===== src/rtl/lalf_pkg.sv =====
package lalf_pkg;

    // Default table depth
    localparam int TABLE_ENTRIES_DEF = 16;

    localparam int ADDR_W  = 64;
    localparam int BYTE_W  = 8;
    localparam int COUNT_W = 5;

    localparam int S_TDATA_W = 112;
    localparam int M_TDATA_W = 112;
    localparam int M_TUSER_W = 3;

    // Received packet checks
    localparam logic [BYTE_W-1:0] LEN_VALID  = 8'h0E;
    localparam logic [BYTE_W-1:0] KIND_VALID = 8'd17;
    localparam logic [BYTE_W-1:0] LCMD_A     = 8'd3;
    localparam logic [BYTE_W-1:0] LCMD_B     = 8'd5;
    localparam logic [BYTE_W-1:0] LCMD_C     = 8'd7;

    // Input word kind (s_tuser)
    localparam logic CMD_LEARN = 1'b0;
    localparam logic CMD_SEND  = 1'b1;

    typedef enum logic [2:0] {
        ST_ADDED  = 3'd0,
        ST_KNOWN  = 3'd1,
        ST_FULL   = 3'd2,
        ST_REJECT = 3'd3,
        ST_FRAME  = 3'd4,
        ST_NOLAMP = 3'd5
    } status_t;

    // Flags from the shared compare unit
    typedef struct packed {
        logic used;   // byte 0 nonzero
        logic lamp;   // bytes 0..3 nonzero
        logic hit;    // entry equals key in all 8 bytes
    } match_t;

endpackage


===== src/rtl/lamp_address_learning_and_framing_core.sv =====
// Lamp address learning and framing core. Holds a table of TABLE_ENTRIES
// 64-bit lamp addresses and an 8-bit wrapping frame sequence counter.
// s_tuser = 0 means a received radio packet: it is checked (length 14,
// kind 17, command 3/5/7), and a valid new address goes into the lowest
// empty entry (byte 0 zero means empty). One result word comes back with
// status added/known/full/rejected and the lamp count (entries with bytes
// 0..3 nonzero, low 5 bits). s_tuser = 1 sends: one frame word per used
// entry in table order, each with the next sequence number, tlast on the
// final one; an empty table gives a single "no lamps" word.
// Timing: one word at a time, s_tready is high only when idle. A rejected
// packet or a send to an empty table goes straight to the output
// handshake. A valid packet scans every entry, one table read and compare
// per cycle through the single compare unit, then makes the decision and
// write, then the handshake. A send reads and checks each entry in turn
// (registered table read, then check) up to the last used entry, plus one
// handshake per frame. The table uses per-entry valid bits, so it is
// usable straight out of reset with no clearing pass.
module lamp_address_learning_and_framing_core #(
    parameter int TABLE_ENTRIES = lalf_pkg::TABLE_ENTRIES_DEF
) (
    input  logic                           aclk,
    input  logic                           aresetn,
    // s_tdata, low bit up: length_byte[7:0], address[71:8], kind_byte[79:72],
    //   lamp_cmd[87:80], hue[95:88], saturation[103:96], brightness[111:104]
    input  logic                           s_tvalid,
    output logic                           s_tready,
    input  logic [lalf_pkg::S_TDATA_W-1:0] s_tdata,
    // s_tuser: command (0 learn, 1 send)
    input  logic                           s_tuser,
    // m_tdata, low bit up: lamp_count[4:0], frame_address[68:5],
    //   frame_cmd[76:69], frame_seq[84:77], frame_hue[92:85],
    //   frame_sat[100:93], frame_val[108:101], zero pad[111:109]
    output logic                           m_tvalid,
    input  logic                           m_tready,
    output logic [lalf_pkg::M_TDATA_W-1:0] m_tdata,
    // m_tuser: status[2:0]
    output logic [lalf_pkg::M_TUSER_W-1:0] m_tuser,
    output logic                           m_tlast
);

    localparam int IDX_W = (TABLE_ENTRIES > 1) ? $clog2(TABLE_ENTRIES) : 1;
    localparam int CNT_W = $clog2(TABLE_ENTRIES + 1);
    localparam logic [IDX_W-1:0] LAST_IDX = IDX_W'(TABLE_ENTRIES - 1);

    typedef enum logic [2:0] {
        IDLE,
        LSCAN,    // issue reads, compare the previous word
        LTAIL,    // compare the final entry
        LDECIDE,  // add / known / full
        SRD,      // send: issue read
        SCHK,     // send: check entry, load frame
        OUT       // result word waiting
    } state_t;

    state_t state_reg, state_next;

    logic [IDX_W-1:0] idx_reg, idx_next;
    logic [IDX_W-1:0] chk_idx_reg, chk_idx_next;
    logic             pend_reg, pend_next;
    logic             hit_reg, hit_next;
    logic             efound_reg, efound_next;
    logic [IDX_W-1:0] eidx_reg, eidx_next;
    logic [CNT_W-1:0] used_cnt_reg, used_cnt_next;
    logic [CNT_W-1:0] lamp_cnt_reg, lamp_cnt_next;
    logic [CNT_W-1:0] seen_cnt_reg, seen_cnt_next;
    logic [7:0]       seq_reg, seq_next;

    // captured input word
    logic [lalf_pkg::ADDR_W-1:0] addr_reg, addr_next;
    logic [7:0] cmd_reg, cmd_next;
    logic [7:0] hue_reg, hue_next;
    logic [7:0] sat_reg, sat_next;
    logic [7:0] val_reg, val_next;

    // output register
    logic                        m_valid_reg, m_valid_next;
    lalf_pkg::status_t           m_status_reg, m_status_next;
    logic [lalf_pkg::COUNT_W-1:0] m_count_reg, m_count_next;
    logic [lalf_pkg::ADDR_W-1:0] m_addr_reg, m_addr_next;
    logic [7:0] m_cmd_reg, m_cmd_next;
    logic [7:0] m_seq_reg, m_seq_next;
    logic [7:0] m_hue_reg, m_hue_next;
    logic [7:0] m_sat_reg, m_sat_next;
    logic [7:0] m_val_reg, m_val_next;
    logic       m_last_reg, m_last_next;

    // table and compare unit
    logic                        wr_en;
    logic [lalf_pkg::ADDR_W-1:0] tbl_rd_data;
    logic [lalf_pkg::ADDR_W-1:0] cmp_entry;
    lalf_pkg::match_t            flags;
    logic [CNT_W+lalf_pkg::COUNT_W-1:0] lamp_ext;

    // input fields
    logic [7:0]                  in_len;
    logic [lalf_pkg::ADDR_W-1:0] in_addr;
    logic [7:0]                  in_kind;
    logic [7:0]                  in_cmd;
    logic                        pkt_ok;

    assign in_len  = s_tdata[7:0];
    assign in_addr = s_tdata[71:8];
    assign in_kind = s_tdata[79:72];
    assign in_cmd  = s_tdata[87:80];
    assign pkt_ok  = (in_len == lalf_pkg::LEN_VALID) && (in_kind == lalf_pkg::KIND_VALID) &&
                     ((in_cmd == lalf_pkg::LCMD_A) || (in_cmd == lalf_pkg::LCMD_B) ||
                      (in_cmd == lalf_pkg::LCMD_C));

    lalf_table #(
        .TABLE_ENTRIES (TABLE_ENTRIES),
        .IDX_W         (IDX_W)
    ) u_table (
        .aclk    (aclk),
        .aresetn (aresetn),
        .wr_en   (wr_en),
        .wr_idx  (eidx_reg),
        .wr_data (addr_reg),
        .rd_idx  (idx_reg),
        .rd_data (tbl_rd_data)
    );

    // the compare unit also classifies the new address at decision time
    assign cmp_entry = (state_reg == LDECIDE) ? addr_reg : tbl_rd_data;

    lalf_match u_match (
        .entry (cmp_entry),
        .key   (addr_reg),
        .flags (flags)
    );

    assign wr_en = (state_reg == LDECIDE) && !hit_reg && efound_reg;

    always_comb begin
        state_next    = state_reg;
        idx_next      = idx_reg;
        chk_idx_next  = chk_idx_reg;
        pend_next     = pend_reg;
        hit_next      = hit_reg;
        efound_next   = efound_reg;
        eidx_next     = eidx_reg;
        used_cnt_next = used_cnt_reg;
        lamp_cnt_next = lamp_cnt_reg;
        seen_cnt_next = seen_cnt_reg;
        seq_next      = seq_reg;
        addr_next     = addr_reg;
        cmd_next      = cmd_reg;
        hue_next      = hue_reg;
        sat_next      = sat_reg;
        val_next      = val_reg;
        m_valid_next  = m_valid_reg;
        m_status_next = m_status_reg;
        m_addr_next   = m_addr_reg;
        m_cmd_next    = m_cmd_reg;
        m_seq_next    = m_seq_reg;
        m_hue_next    = m_hue_reg;
        m_sat_next    = m_sat_reg;
        m_val_next    = m_val_reg;
        m_last_next   = m_last_reg;
        lamp_ext      = '0;

        unique case (state_reg)
            IDLE: begin
                if (s_tvalid) begin
                    addr_next = in_addr;
                    cmd_next  = in_cmd;
                    hue_next  = s_tdata[95:88];
                    sat_next  = s_tdata[103:96];
                    val_next  = s_tdata[111:104];
                    idx_next  = '0;
                    // status-only word unless a frame overrides
                    m_addr_next = '0;
                    m_cmd_next  = '0;
                    m_seq_next  = '0;
                    m_hue_next  = '0;
                    m_sat_next  = '0;
                    m_val_next  = '0;
                    m_last_next = 1'b1;
                    if (s_tuser == lalf_pkg::CMD_LEARN) begin
                        if (pkt_ok) begin
                            pend_next   = 1'b0;
                            hit_next    = 1'b0;
                            efound_next = 1'b0;
                            state_next  = LSCAN;
                        end else begin
                            m_status_next = lalf_pkg::ST_REJECT;
                            m_valid_next  = 1'b1;
                            state_next    = OUT;
                        end
                    end else begin
                        if (used_cnt_reg == '0) begin
                            m_status_next = lalf_pkg::ST_NOLAMP;
                            m_valid_next  = 1'b1;
                            state_next    = OUT;
                        end else begin
                            seen_cnt_next = '0;
                            state_next    = SRD;
                        end
                    end
                end
            end
            LSCAN, LTAIL: begin
                if (pend_reg) begin
                    if (flags.used && flags.hit) begin
                        hit_next = 1'b1;
                    end
                    if (!flags.used && !efound_reg) begin
                        efound_next = 1'b1;
                        eidx_next   = chk_idx_reg;
                    end
                end
                if (state_reg == LSCAN) begin
                    pend_next    = 1'b1;
                    chk_idx_next = idx_reg;
                    if (idx_reg == LAST_IDX) begin
                        state_next = LTAIL;
                    end else begin
                        idx_next = idx_reg + IDX_W'(1);
                    end
                end else begin
                    state_next = LDECIDE;
                end
            end
            LDECIDE: begin
                priority if (hit_reg) begin
                    m_status_next = lalf_pkg::ST_KNOWN;
                end else if (efound_reg) begin
                    m_status_next = lalf_pkg::ST_ADDED;
                    if (flags.used) begin
                        used_cnt_next = used_cnt_reg + CNT_W'(1);
                    end
                    if (flags.lamp) begin
                        lamp_cnt_next = lamp_cnt_reg + CNT_W'(1);
                    end
                end else begin
                    m_status_next = lalf_pkg::ST_FULL;
                end
                m_valid_next = 1'b1;
                state_next   = OUT;
            end
            SRD: begin
                state_next = SCHK;
            end
            SCHK: begin
                if (flags.used) begin
                    m_status_next = lalf_pkg::ST_FRAME;
                    m_addr_next   = tbl_rd_data;
                    m_cmd_next    = cmd_reg;
                    m_seq_next    = seq_reg;
                    m_hue_next    = hue_reg;
                    m_sat_next    = sat_reg;
                    m_val_next    = val_reg;
                    m_last_next   = (seen_cnt_reg + CNT_W'(1) == used_cnt_reg);
                    seq_next      = seq_reg + 8'd1;
                    seen_cnt_next = seen_cnt_reg + CNT_W'(1);
                    m_valid_next  = 1'b1;
                    state_next    = OUT;
                end else begin
                    idx_next   = idx_reg + IDX_W'(1);
                    state_next = SRD;
                end
            end
            OUT: begin
                if (m_tready) begin
                    m_valid_next = 1'b0;
                    if (m_last_reg) begin
                        state_next = IDLE;
                    end else begin
                        idx_next   = idx_reg + IDX_W'(1);
                        state_next = SRD;
                    end
                end
            end
            default: begin
                state_next = IDLE;
            end
        endcase

        // count after this word's update, low 5 bits
        lamp_ext     = {{lalf_pkg::COUNT_W{1'b0}}, lamp_cnt_next};
        m_count_next = (m_valid_next && !m_valid_reg) ? lamp_ext[lalf_pkg::COUNT_W-1:0]
                                                      : m_count_reg;
    end

    always_ff @(posedge aclk) begin
        if (!aresetn) begin
            state_reg    <= IDLE;
            pend_reg     <= 1'b0;
            hit_reg      <= 1'b0;
            efound_reg   <= 1'b0;
            used_cnt_reg <= '0;
            lamp_cnt_reg <= '0;
            seen_cnt_reg <= '0;
            seq_reg      <= '0;
            m_valid_reg  <= 1'b0;
            m_last_reg   <= 1'b0;
        end else begin
            state_reg    <= state_next;
            pend_reg     <= pend_next;
            hit_reg      <= hit_next;
            efound_reg   <= efound_next;
            used_cnt_reg <= used_cnt_next;
            lamp_cnt_reg <= lamp_cnt_next;
            seen_cnt_reg <= seen_cnt_next;
            seq_reg      <= seq_next;
            m_valid_reg  <= m_valid_next;
            m_last_reg   <= m_last_next;
        end
        idx_reg      <= idx_next;
        chk_idx_reg  <= chk_idx_next;
        eidx_reg     <= eidx_next;
        addr_reg     <= addr_next;
        cmd_reg      <= cmd_next;
        hue_reg      <= hue_next;
        sat_reg      <= sat_next;
        val_reg      <= val_next;
        m_status_reg <= m_status_next;
        m_count_reg  <= m_count_next;
        m_addr_reg   <= m_addr_next;
        m_cmd_reg    <= m_cmd_next;
        m_seq_reg    <= m_seq_next;
        m_hue_reg    <= m_hue_next;
        m_sat_reg    <= m_sat_next;
        m_val_reg    <= m_val_next;
    end

    assign s_tready = (state_reg == IDLE);
    assign m_tvalid = m_valid_reg;
    assign m_tuser  = m_status_reg;
    assign m_tlast  = m_last_reg;
    assign m_tdata  = {3'b000, m_val_reg, m_sat_reg, m_hue_reg, m_seq_reg, m_cmd_reg,
                       m_addr_reg, m_count_reg};

    // a result word only waits in OUT, and input is closed meanwhile
    a_out_blocks_in: assert property (@(posedge aclk) disable iff (!aresetn)
        m_tvalid |-> (!s_tready && state_reg == OUT))
        else $error("result word pending outside OUT");

    // visible lamps are a subset of used entries
    a_lamp_le_used: assert property (@(posedge aclk) disable iff (!aresetn)
        lamp_cnt_reg <= used_cnt_reg)
        else $error("lamp count above used count");

    // a table write always produces an ADDED result next cycle
    a_write_added: assert property (@(posedge aclk) disable iff (!aresetn)
        wr_en |=> (m_tvalid && m_tuser == lalf_pkg::ST_ADDED && m_tlast))
        else $error("table write without ADDED result");

    // sending never runs past the number of used entries
    a_seen_bound: assert property (@(posedge aclk) disable iff (!aresetn)
        (state_reg == SRD || state_reg == SCHK) |-> (seen_cnt_reg < used_cnt_reg))
        else $error("send scan past last used entry");

endmodule


===== src/rtl/lalf_table.sv =====
module lalf_table #(
    parameter int TABLE_ENTRIES = lalf_pkg::TABLE_ENTRIES_DEF,
    parameter int IDX_W = (TABLE_ENTRIES > 1) ? $clog2(TABLE_ENTRIES) : 1
) (
    input  logic                        aclk,
    input  logic                        aresetn,
    input  logic                        wr_en,
    input  logic [IDX_W-1:0]            wr_idx,
    input  logic [lalf_pkg::ADDR_W-1:0] wr_data,
    input  logic [IDX_W-1:0]            rd_idx,
    output logic [lalf_pkg::ADDR_W-1:0] rd_data
);

    logic [lalf_pkg::ADDR_W-1:0] mem [TABLE_ENTRIES];
    logic [lalf_pkg::ADDR_W-1:0] rd_q_reg;
    logic [TABLE_ENTRIES-1:0]    valid_reg;
    logic                        rd_valid_reg;

    always_ff @(posedge aclk) begin
        if (wr_en) begin
            mem[wr_idx] <= wr_data;
        end
        rd_q_reg <= mem[rd_idx];
    end

    // never-written entries read as zero (empty)
    always_ff @(posedge aclk) begin
        if (!aresetn) begin
            valid_reg    <= '0;
            rd_valid_reg <= 1'b0;
        end else begin
            if (wr_en) begin
                valid_reg[wr_idx] <= 1'b1;
            end
            rd_valid_reg <= valid_reg[rd_idx];
        end
    end

    assign rd_data = rd_valid_reg ? rd_q_reg : '0;

endmodule


===== src/rtl/lalf_match.sv =====
module lalf_match (
    input  logic [lalf_pkg::ADDR_W-1:0] entry,
    input  logic [lalf_pkg::ADDR_W-1:0] key,
    output lalf_pkg::match_t            flags
);

    always_comb begin
        flags.used = (entry[63:56] != '0);
        flags.lamp = (entry[63:56] != '0) && (entry[55:48] != '0) &&
                     (entry[47:40] != '0) && (entry[39:32] != '0);
        flags.hit  = (entry == key);
    end

endmodule


===== config.mk =====
export PLATFORM = sky130hd
export DESIGN_NAME = lamp_address_learning_and_framing_core
export DESIGN_NICKNAME = d
export VERILOG_FILES = /design/src/rtl/lalf_pkg.sv /design/src/rtl/lamp_address_learning_and_framing_core.sv /design/src/rtl/lalf_table.sv /design/src/rtl/lalf_match.sv
export SDC_FILE = /design/constraint.sdc
export NUM_CORES = 1
export LEC_CHECK = 0
export ABC_AREA = 1
export BUFFER_PORTS_ARGS = -buffer_cell sky130_fd_sc_hd__buf_2
export CORE_ASPECT_RATIO = 0.6
export CORE_MARGIN = 10
export CORE_UTILIZATION = 50
export CTS_BUF_LIST = sky130_fd_sc_hd__clkbuf_4 sky130_fd_sc_hd__clkbuf_8
export CTS_CLUSTER_DIAMETER = 200
export DETAILED_ROUTE_END_ITERATION = 10
export GPL_ROUTABILITY_DRIVEN = 0
export PLACE_DENSITY = 0.67
export SLEW_MARGIN = 20
export SYNTH_ARGS = -nofsm -noshare
export SYNTH_HDL_FRONTEND = slang
export SYNTH_SLANG_ARGS = --single-unit
export TNS_END_PERCENT = 20

===== constraint.sdc =====
create_clock -name aclk -period 13.09 [get_ports aclk]
set_input_delay 0.6545 -clock aclk [delete_from_list [all_inputs] [get_ports aclk]]
set_output_delay 0.6545 -clock aclk [all_outputs]
set_load 0.01 [all_outputs]

======== Yosys cells after proc, flatten, opt, wreduce, memory -nomap -nowiden ========
Memories as Yosys holds them, arrays and structs flattened. A register that Yosys moved wholly into a read port is not among the register bits.
Index checks and enable logic that the tools add are counted.
operators by class
  multiply operators ...................... 0
  $add $sub $neg .......................... 5
  magnitude comparators ................... 3
  reductions and logical operators ........ 41
  equal/unequal tests ..................... 31
  multiplexer cells ....................... 77
  shift operators ......................... 0
  bitwise gates (word level) .............. 2
  div/mod/pow operators ................... 0
operators with widths
  kind                                                                    count
  64-bit two-way mux                                                      4
  64-bit one-hot mux with 2 select lines                                  1
  8-bit one-hot mux with 2 select lines                                   5
  64-bit equality test                                                    1
  8-bit two-way mux                                                       6
  5-bit two-way mux                                                       8
  3-bit two-way mux                                                       12
  8-bit nonzero test                                                      4
  4-bit two-way mux                                                       6
  2-bit inequality test (second input constant)                           12
  1-bit two-way mux                                                       20
  3-bit one-hot mux with 6 select lines                                   1
  8-bit by 3-bit equality test with 1-bit output (second input constant)  2
  16-bit OR                                                               1
  4-bit one-hot mux with 4 select lines                                   1
  5-bit by 1-bit adder with 5-bit output (second input constant)          3
  5-bit AND reduction                                                     3
  6-bit AND reduction                                                     2
  1-bit logical AND                                                       11
  4-bit by 5-bit < comparator with 1-bit output (second input constant)   2
  5-bit one-hot mux with 2 select lines                                   1
  3-bit equality test (second input constant)                             3
  3-bit one-hot mux with 3 select lines                                   1
  3-bit AND reduction                                                     3
  other kinds (30)                                                        46
word-level totals
  memory bits (writable) .................. 1,024
  memories ................................ 1
  memory bits (read-only) ................. 0
  bits in latches ......................... 0
  flip-flop bits (word level) ............. 268
memories
  memory       words  bits a word  rd ports  clocked after memory_dff  write ports  line              text
  u_table.mem  16     64           1         1                         1            lalf_table.sv:14  logic [lalf_pkg::ADDR_W-1:0] mem [TABLE_ENTRIES];

======== Depth between registers and ports, before layout ========
Gate-level depths: netlist of the first run.
  word-level depth ........................ 10
  mapped depth ............................ 16

======== Modules after synthesis ========
A second synthesis of the first run with hierarchy kept.
unflattened totals
  cells, all modules ...................... 4,389
  area total of the unflattened synthesis .. 53,971.8 um^2
by module, submodules not included
  module                                  seq. area each (um^2)  cells each  instances  area an instance (um^2)
  lalf_table                              32,371.0               3,298       1          42,856.1
  lamp_address_learning_and_framing_core  7,226.9                909         1          10,142.2
  lalf_match                              0.0                    182         1          973.4

======== Worst setup path before layout of the first run ========
OpenSTA, ideal clock, no wires.
  kind .................................... reg-to-reg
  start ................................... register state_reg[0]
  end ..................................... register addr_reg[0] (netlist bit), enable pin
  data arrival time ....................... 5.050 ns
  setup slack ............................. 7.488 ns
  stages on the path, launching flop included .. 6
  period minus slack after synthesis ...... 5.602 ns
  buffers on the path ..................... 0
  required time ........................... 12.538 ns
  path through ............................ dfxtp_1 > nor2_1 > inv_1 > nor2_1 > inv_1 > nor2_1
between the ends
  cells in the longest elaborated chain, start to end .. 2
ends and longest elaborated chain
  item                           line                                           text
  from (decl)                    lamp_address_learning_and_framing_core.sv:55   state_t state_reg, state_next;
  from (signal assigned)         lamp_address_learning_and_framing_core.sv:297  state_reg <= state_next;
  3-bit logical NOT              --
  named net s_tready             lamp_address_learning_and_framing_core.sv:26   output logic s_tready,
  2-bit AND reduction (no line)  --
  to (signal assigned)           lamp_address_learning_and_framing_core.sv:311  addr_reg <= addr_next;
  to (decl)                      lamp_address_learning_and_framing_core.sv:69   logic [lalf_pkg::ADDR_W-1:0] addr_reg, addr_next;
The timed path passes the listed nets, and every way through them passes these cells.
A chain may end at the register's enable or synchronous reset.

==> results.md, run 1 <==
- Root buffer selected by CTS: clkbuf_8
- Warnings from Yosys: 0
- Largest register FFs: 1024
- Status: finished clean
- Final Setup Violations: 0
- Slew headroom: 18.5%
- Worst Tran Pin Value: 1.22 ns
- Period utilisation layout: 31.3%
- Worst Skew: 0.0389 ns
- Clk_lat worst skew: 0.89 ns
- Post-Layout Cell Count: 5923
- Vias per cell: 5.76
- First-pass GRT wire length: 209 mm
- Syn avg cell area: 12.9 µm²
- Worst Path Arrival: 4.90 ns
- Fillers: 8280
- Post-route cell area: 59500 µm²
- Placed cell area: 54800 µm²
- Final setup margin: 9.00 ns
- Initial antenna violation count: 3
- PortBufs: 231
- F_max: 0.244 GHz
- GRT Total Usage: 23.0%
- Top FF cell, synth: edfxtp_1
- Most frequent cells in the layout: 1244 x edfxtp_1, 739 x nor2_1, 536 x o21ai_0
- Synthesized instance count: 4044
- Worst path slowest cell: buf_4
- Clock power frac: 26.4%
- Initial core utilization: 50.6%
- TritonCTS buffer count: 186
- Pwr dens: 211 nW/µm²
- Maxcap violations: 0
- Post-Syn Area: 52300 µm²
- Combinational group share of total power: 27.4%
- Delay-heaviest family, CP: buffers and inverters
- Placeable Area: 103000 µm²
- Delay of the slowest critical-path stage: 0.84 ns
- Period minus WS final: 4.09 ns
- CP max FO: 102
- RSZ-0062 raised after global routing: no
- Die area: 118000 µm²
- Drt total wl: 140 mm
- H-tree levels: 4
- Final HPWL DP: 72.5 mm
- IO Count: 235
- Peak VDD IR: 0.245 mV
- Antenna viol nets, final: 0
- Nets@finish: 4490
- GR Overflow Total: 0
- Final core utilization: 57.6%
- Vias: 34135
- Largest net degree at the start of global routing: 247
- Async SR Flop Fraction: 0%
- Crit path cell chain: buf_4 > inv_6 > buf_4 > buf_4 > o21ai_0 > o221ai_1 > o211ai_1 > nand3_1
- CTS max path bufs: 3
- Fin. max-slew vios: 0
- Die Ht: 270 µm
- Crit end category: flop
- Vias in the first global route: 32525
- CTS clock-pin slew for the worst setup and hold paths: 0.07 ns
- Pint: 8.11 mW
- Switch share: 35.6%
- Reg with most FFs: u_table.mem
- Post-place setup slack: 9.03 ns
- Die width: 437 µm
- CTS resizes: 0
- Final Hold Viols: 0
- CP Class: reg2reg
- Setup_tns: 0 ns
- P_leak: 20.6 nW
- Sequential Power Share: 46.3%
- Most common cell after layout, fill and taps aside: edfxtp_1
- WP buf/inv: 4
- Area Overhead vs Synth: 13.9%
- CTS tree: done
- DRT iter0 DRCs: 4638
- Most frequent CP cell: buf_4
- Post-synthesis sequential area ratio: 75.8%
- Hold Path Class: in2reg
- Number of placed instances, taps included: 5479
- P_sw: 4.47 mW
- Worst Path Required: 13.90 ns
- Yosys cell types: 44
- Drt first pass iters: 6
- Clock net sink count: 1356
- Num rows: 91
- Post-synth EDFFs: 1244
- DR WL/cell: 23.7 µm
- Post-route DRC: 0
- Synth Register Bits: 1356
- Layout cells sized above 1: 14.7%
- Startpoint Class: flop
[cell type report]
class	instances	area, µm²	area share [%]
Multi-Input combinational cell	2305	11200	18.9
Tap cell	1395	1750	2.93
Antenna cell	3	7.51	0.0126
Clock inverter	56	360	0.606
Clock buffer	290	3430	5.77
Inverter	135	528	0.887
Sequential cell	1356	39600	66.5
Timing Repair Buffer	383	2580	4.34
[path summary, 6_finish.rpt]
kind                        from                    to  slack (ns)  cells after the start
setup / recovery      idx_reg[1]  u_table.rd_q_reg[33]        9.00                      8
hold / removal          m_tready          state_reg[2]        0.09                      4
setup reg to reg      idx_reg[1]  u_table.rd_q_reg[33]        9.00                      8
hold reg to reg   chk_idx_reg[1]           eidx_reg[1]        0.43                      0
[power groups by stage]
stage               Clock, mW  Sequential (mW)  Combinational, mW
floorplan                   0             5.81               2.19
global placement            0             5.91               3.33
detailed placement          0             5.91               3.39
CTS                      3.36             5.82               3.42
global route             3.56             5.87               3.79
finish                   3.32             5.82               3.44
[timing repair]
item,in CTS,in global routing
hold buffers,95,0
endpoints found under the hold margin,95,0
setup buffers,0,0
[worst register-to-register path, cell delays in order (launching register included)]
cell and delay (ns):
edfxtp_1 0.35, buf_4 0.45, inv_6 0.77, buf_4 0.85
buf_4 0.85, o21ai_0 0.27, o221ai_1 0.20, o211ai_1 0.14
nand3_1 0.13
[synth_stat cells (7+ instances only)]
cell type | instances | share of area (%)
edfxtp_1 | 1244 | 71
nand3_1 | 169 | 1.6
nand4_1 | 26 | 0.31
nor3_1 | 7 | 0.067
nand2_1 | 391 | 2.8
clkbuf_1 | 192 | 1.4
nand3b_1 | 14 | 0.20
buf_2 | 32 | 0.31
nor2_1 | 757 | 5.4
or2_2 | 10 | 0.12
buf_1 | 15 | 0.11
o22ai_1 | 156 | 1.9
a21oi_1 | 23 | 0.22
o221ai_1 | 104 | 1.7
inv_1 | 126 | 0.91
dfxtp_1 | 112 | 4.3
o211ai_1 | 27 | 0.39
o21ai_1 | 14 | 0.13
xor2_1 | 30 | 0.50
o21ai_0 | 536 | 5.1
[logic make-up (layout without fill, tap and decap cells)]
family | count (synthesis) | count (layout) | synth area share [%]
and+or+nand+nor | 1394 | 1394 | 10.9
AOI/OAI and AO/OA | 866 | 866 | 9.58
DFF | 1356 | 1356 | 75.8
xor gates and xnor gates | 36 | 36 | 0.618
other | 1 | 6 | 0.00718
adders and majority gates | 6 | 6 | 0.144
buffers and inverters | 385 | 864 | 2.97
[layer usage]
metal | wire (µm) | track usage [%] | part of all wire [%]
met2 | 62000 | 33.7 | 44
met1 | 60700 | 34.3 | 43
met3 | 14800 | 5.29 | 11
met4 | 2840 | 6.68 | 2.0
met5 | 0 | 0 | 0
[stage by stage]
step	power, mW	hold slack, ns
3_3_place_gp	9.23	0.405
5_1_grt	13.2	0.0595
6_report	12.6	0.0900
3_5_place_dp	9.29	0.413
2_1_floorplan	8.00	0.400
4_1_cts	12.6	0.0118
No activity file was read; power rests on OpenSTA's default activity.
==> run 2, diff against run 1 <==
--- a/config.mk
+++ b/config.mk
@@ -5,7 +5,7 @@
 export SDC_FILE = /design/constraint.sdc
 export NUM_CORES = 1
 export LEC_CHECK = 0
-export ABC_AREA = 1
+export ABC_AREA = 0
 export BUFFER_PORTS_ARGS = -buffer_cell sky130_fd_sc_hd__buf_2
 export CORE_ASPECT_RATIO = 0.6
 export CORE_MARGIN = 10
==> constraint.sdc (replaced) <==
create_clock -name aclk -period 4.04 [get_ports aclk]
set_input_delay 0.202 -clock aclk [delete_from_list [all_inputs] [get_ports aclk]]
set_output_delay 0.202 -clock aclk [all_outputs]
set_load 0.01 [all_outputs]
==> run 2 against run 1 <==
Net effect:
- clock power rose to 3.3 times the previous value
- global-route usage fell by 1.7 points
- largest cell class unchanged
- highest routed layer unchanged
- sequential share of layout area down 0.54 points
==> results.md, run 2 <==
- Warnings from Yosys: 0 (unchanged)
- Synth Area in Adders: 0.148% (+0.0039 points)
- Final HPWL DP: 68.8 mm (-5.2%)
- CTS clock-pin slew for the worst setup and hold paths: 0.06 ns (about the same)
- Synth Register Bits: 1356 (unchanged)
- Period utilisation layout: 81.8% (+51 points)
- Final Setup Violations: 0 (unchanged)
- Largest register FFs: 1024 (unchanged)
- GR Overflow Total: 0 (unchanged)
- Nets@finish: 3030 (-33%)
- Synthesized instance count: 2356 (-42%)
- Mux contribution to synthesized area: 14.5% (+15 points)
- Status: finished clean
- Largest cells by area after synthesis: edfxtp_1 73%, mux4_2 14%, dfxtp_1 4.4%, and3_1 0.84%, and2_1 0.71%
- Pwr dens: 639 nW/µm² (+200%)
- CTS resizes: 0 (unchanged)
- Post-synth EDFFs: 1244 (unchanged)
- Initial core utilization: 50.5% (-0.075 points)
- Antenna viol nets, final: 0 (unchanged)
- Period minus WS final: 3.31 ns (-0.787 ns)
- Most numerous cell in the Yosys netlist: edfxtp_1
- Vias: 26103 (-24%)
- TritonCTS buffer count: 190 (+2.2%)
- Number of placed instances, taps included: 3879 (-29%)
- GRT Total Usage: 21.4% (-1.7 points)
- Most frequent cells in the layout: 1244 x edfxtp_1, 325 x mux4_2, 231 x buf_2
- Num rows: 90 (-1.1%)
- RSZ-0062 raised after global routing: no
- DRT iter0 DRCs: 3093 (-33%)
- Worst Tran Pin Value: 0.861 ns (-0.361 ns)
- Layout cells sized above 1: 31.8% (+17 points)
- Top FF cell, synth: edfxtp_1
- Placeable Area: 101000 µm² (-2.5%)
- Post-Layout Cell Count: 4407 (-26%)
- CP max FO: 106 (+3.9%)
- Main combinational cell family by area after synthesis: multiplexers
- Compound-Gate Fraction of Synth Area: 1.83% (-7.8 points)
- First-pass GRT wire length: 181 mm (-13%)
- Startpoint Class: flop
- Yosys cell types: 62 (+41%)
- Drt total wl: 123 mm (-13%)
- H-tree levels: 4 (unchanged)
- P_leak: 19.9 nW (-3.0%)
- P_sw: 11.1 mW (+150%)
- Post-route cell area: 60000 µm² (+0.81%)
- Placed cell area: 54300 µm² (-0.85%)
- CTS max path bufs: 3 (unchanged)
- CTS tree: done
- CP Class: reg2reg
- PortBufs: 231 (unchanged)
- Clock net sink count: 1356 (unchanged)
- Area Overhead vs Synth: 18.0%
- Root buffer selected by CTS: clkbuf_8
- Sequential Power Share: 48.9% (+2.6 points)
- Switch share: 28.9% (-6.7 points)
- DR WL/cell: 27.8 µm (+18%)
- IO Count: 235 (unchanged)
- Fillers: 7204 (-13%)
- Die width: 432 µm (-1.3%)
- Final core utilization: 59.6% (+2.0 points)
- Final Hold Viols: 0 (unchanged)
- Drt first pass iters: 6 (unchanged)
- Crit end category: flop
- Synth Area in XOR/XNOR: 0.723% (+0.11 points)
- Die area: 115000 µm² (-2.5%)
- Clock power frac: 28.9% (+2.5 points)
- Pint: 27.3 mW (+240%)
- Hold Path Class: in2reg
- F_max: 0.303 GHz (+24%)
- Maxcap violations: 0 (unchanged)
- Yosys top cell by area: edfxtp_1
- Top-area cell type share of the netlist area: 73.4% (+2.0 points)
- Worst Path Arrival: 4.07 ns (-0.83 ns)
- Synth Area in Simple Gates: 3.77% (-7.1 points)
- Initial antenna violation count: 5 (+2)
- Post-route DRC: 0 (unchanged)
- Reg with most FFs: u_table.mem
- Worst Path Required: 4.80 ns (-9.10 ns)
- Fin. max-slew vios: 0 (unchanged)
- Post-synthesis sequential area ratio: 77.9% (+2.1 points)
- Most common cell after layout, fill and taps aside: edfxtp_1
- Die Ht: 267 µm (-1.2%)
- Async SR Flop Fraction: 0% (unchanged)
- Commonest cells in the netlist: 1244 x edfxtp_1, 325 x mux4_2, 112 x dfxtp_1
- Power Total: 38.3 mW (+200%)
- Vias per cell: 5.92 (+2.8%)
- Vias in the first global route: 26938 (-17%)
- Worst Skew: 0.0424 ns (+0.00354 ns)
- Syn avg cell area: 21.6 µm² (+67%)
- Clk_lat worst skew: 0.88 ns (about the same)
- Post-Syn Area: 50900 µm² (-2.7%)
- Slew headroom: 42.6% (+24 points)
- Largest net degree at the start of global routing: 109 (-56%)
- Combinational group share of total power: 22.2% (-5.2 points)
- Peak VDD IR: 0.479 mV (+96%)
## run 2: cell count changes after synthesis, moves of 57 or more
cell	delta
inv_1	-94
and2_1	+57
o221ai_1	-103
and3_1	+68
mux4_2	+325
clkbuf_1	-121
nand3_1	-150
nor2_1	-701
o21ai_0	-507
nand2_1	-351
o22ai_1	-141
## run 2: what timing repair did
item / in CTS / in global routing
endpoints found under the setup margin: 0 / 0
buffers inserted: 0 / 0
hold buffers: 170 / 0
hold endpoints to repair: 153 / 0
## run 2: kinds of logic (layout without fill, tap and decap cells)
kind of cell | after synthesis | in the layout
DFF | 1356 | 1356
and+or+nand+nor | 341 | 341
muxes | 330 | 330
buffers and inverters | 143 | 857
AOI/OAI and AO/OA | 137 | 137
xor gates and xnor gates | 42 | 42
adders and majority gates | 6 | 6
other | 1 | 4
## run 2: power groups by stage
stage                     clock [mW]  combinational (mW)  sequential (mW)
after floorplan                    0                5.74             18.6
after global placement             0                8.35             18.9
after detailed placement           0                8.44             19.0
after CTS                       11.2                8.61             18.7
after global routing            11.9                9.11             18.9
final                           11.1                8.50             18.8
## run 2: path summary, 6_finish.rpt
| check | cells after the start | from | slack, ns | endpoint |
|---|---|---|---|---|
| setup / recovery | 9 | addr_reg[61] | 0.73 | m_tlast |
| hold / removal | 2 | s_tdata[63] | 0.06 | addr_reg[55] |
| setup reg to reg | 9 | addr_reg[61] | 0.73 | m_tlast |
| hold reg to reg | 0 | chk_idx_reg[1] | 0.42 | eidx_reg[1] |
## run 2: metal layers
layer  share of wire [%]  GRT usage [%]
met5                   0              0
met4                 1.9           6.11
met3                 9.2           4.25
met2                  47           32.9
met1                  42           31.2
## run 2: area by class of cell
cell class                      instances  area, µm²  share of cell area, %
Sequential cell                      1356      39600                   66.0
Multi-Input combinational cell        859      10800                   18.1
Timing Repair Buffer                  467       3770                   6.28
Clock inverter                         78        571                  0.951
Clock buffer                          279       3430                   5.71
Inverter                               33        126                  0.211
Antenna cell                            1       2.50                0.00417
Tap cell                             1334       1670                   2.78
## run 2: worst max-delay path, stage by stage, from the launching register on
cell,delay [ns]
edfxtp_1,0.78
or3_1,0.24
nor4_1,0.07
buf_4,0.18
mux2i_1,0.50
nand2_1,0.34
nand2_4,0.16
buf_12,0.44
o311ai_0,0.28
o211a_1,0.18
## run 2: through the flow
step	setup TNS [ns]	hold slack [ns]	setup WS (ns)
detailed placement	0	0.380	0.740
floorplan	-340.74	0.301	-0.528
finish	0	0.0568	0.735
global placement	0	0.379	0.889
CTS	0	0.000400	0.723
global route	0	0.0267	0.501
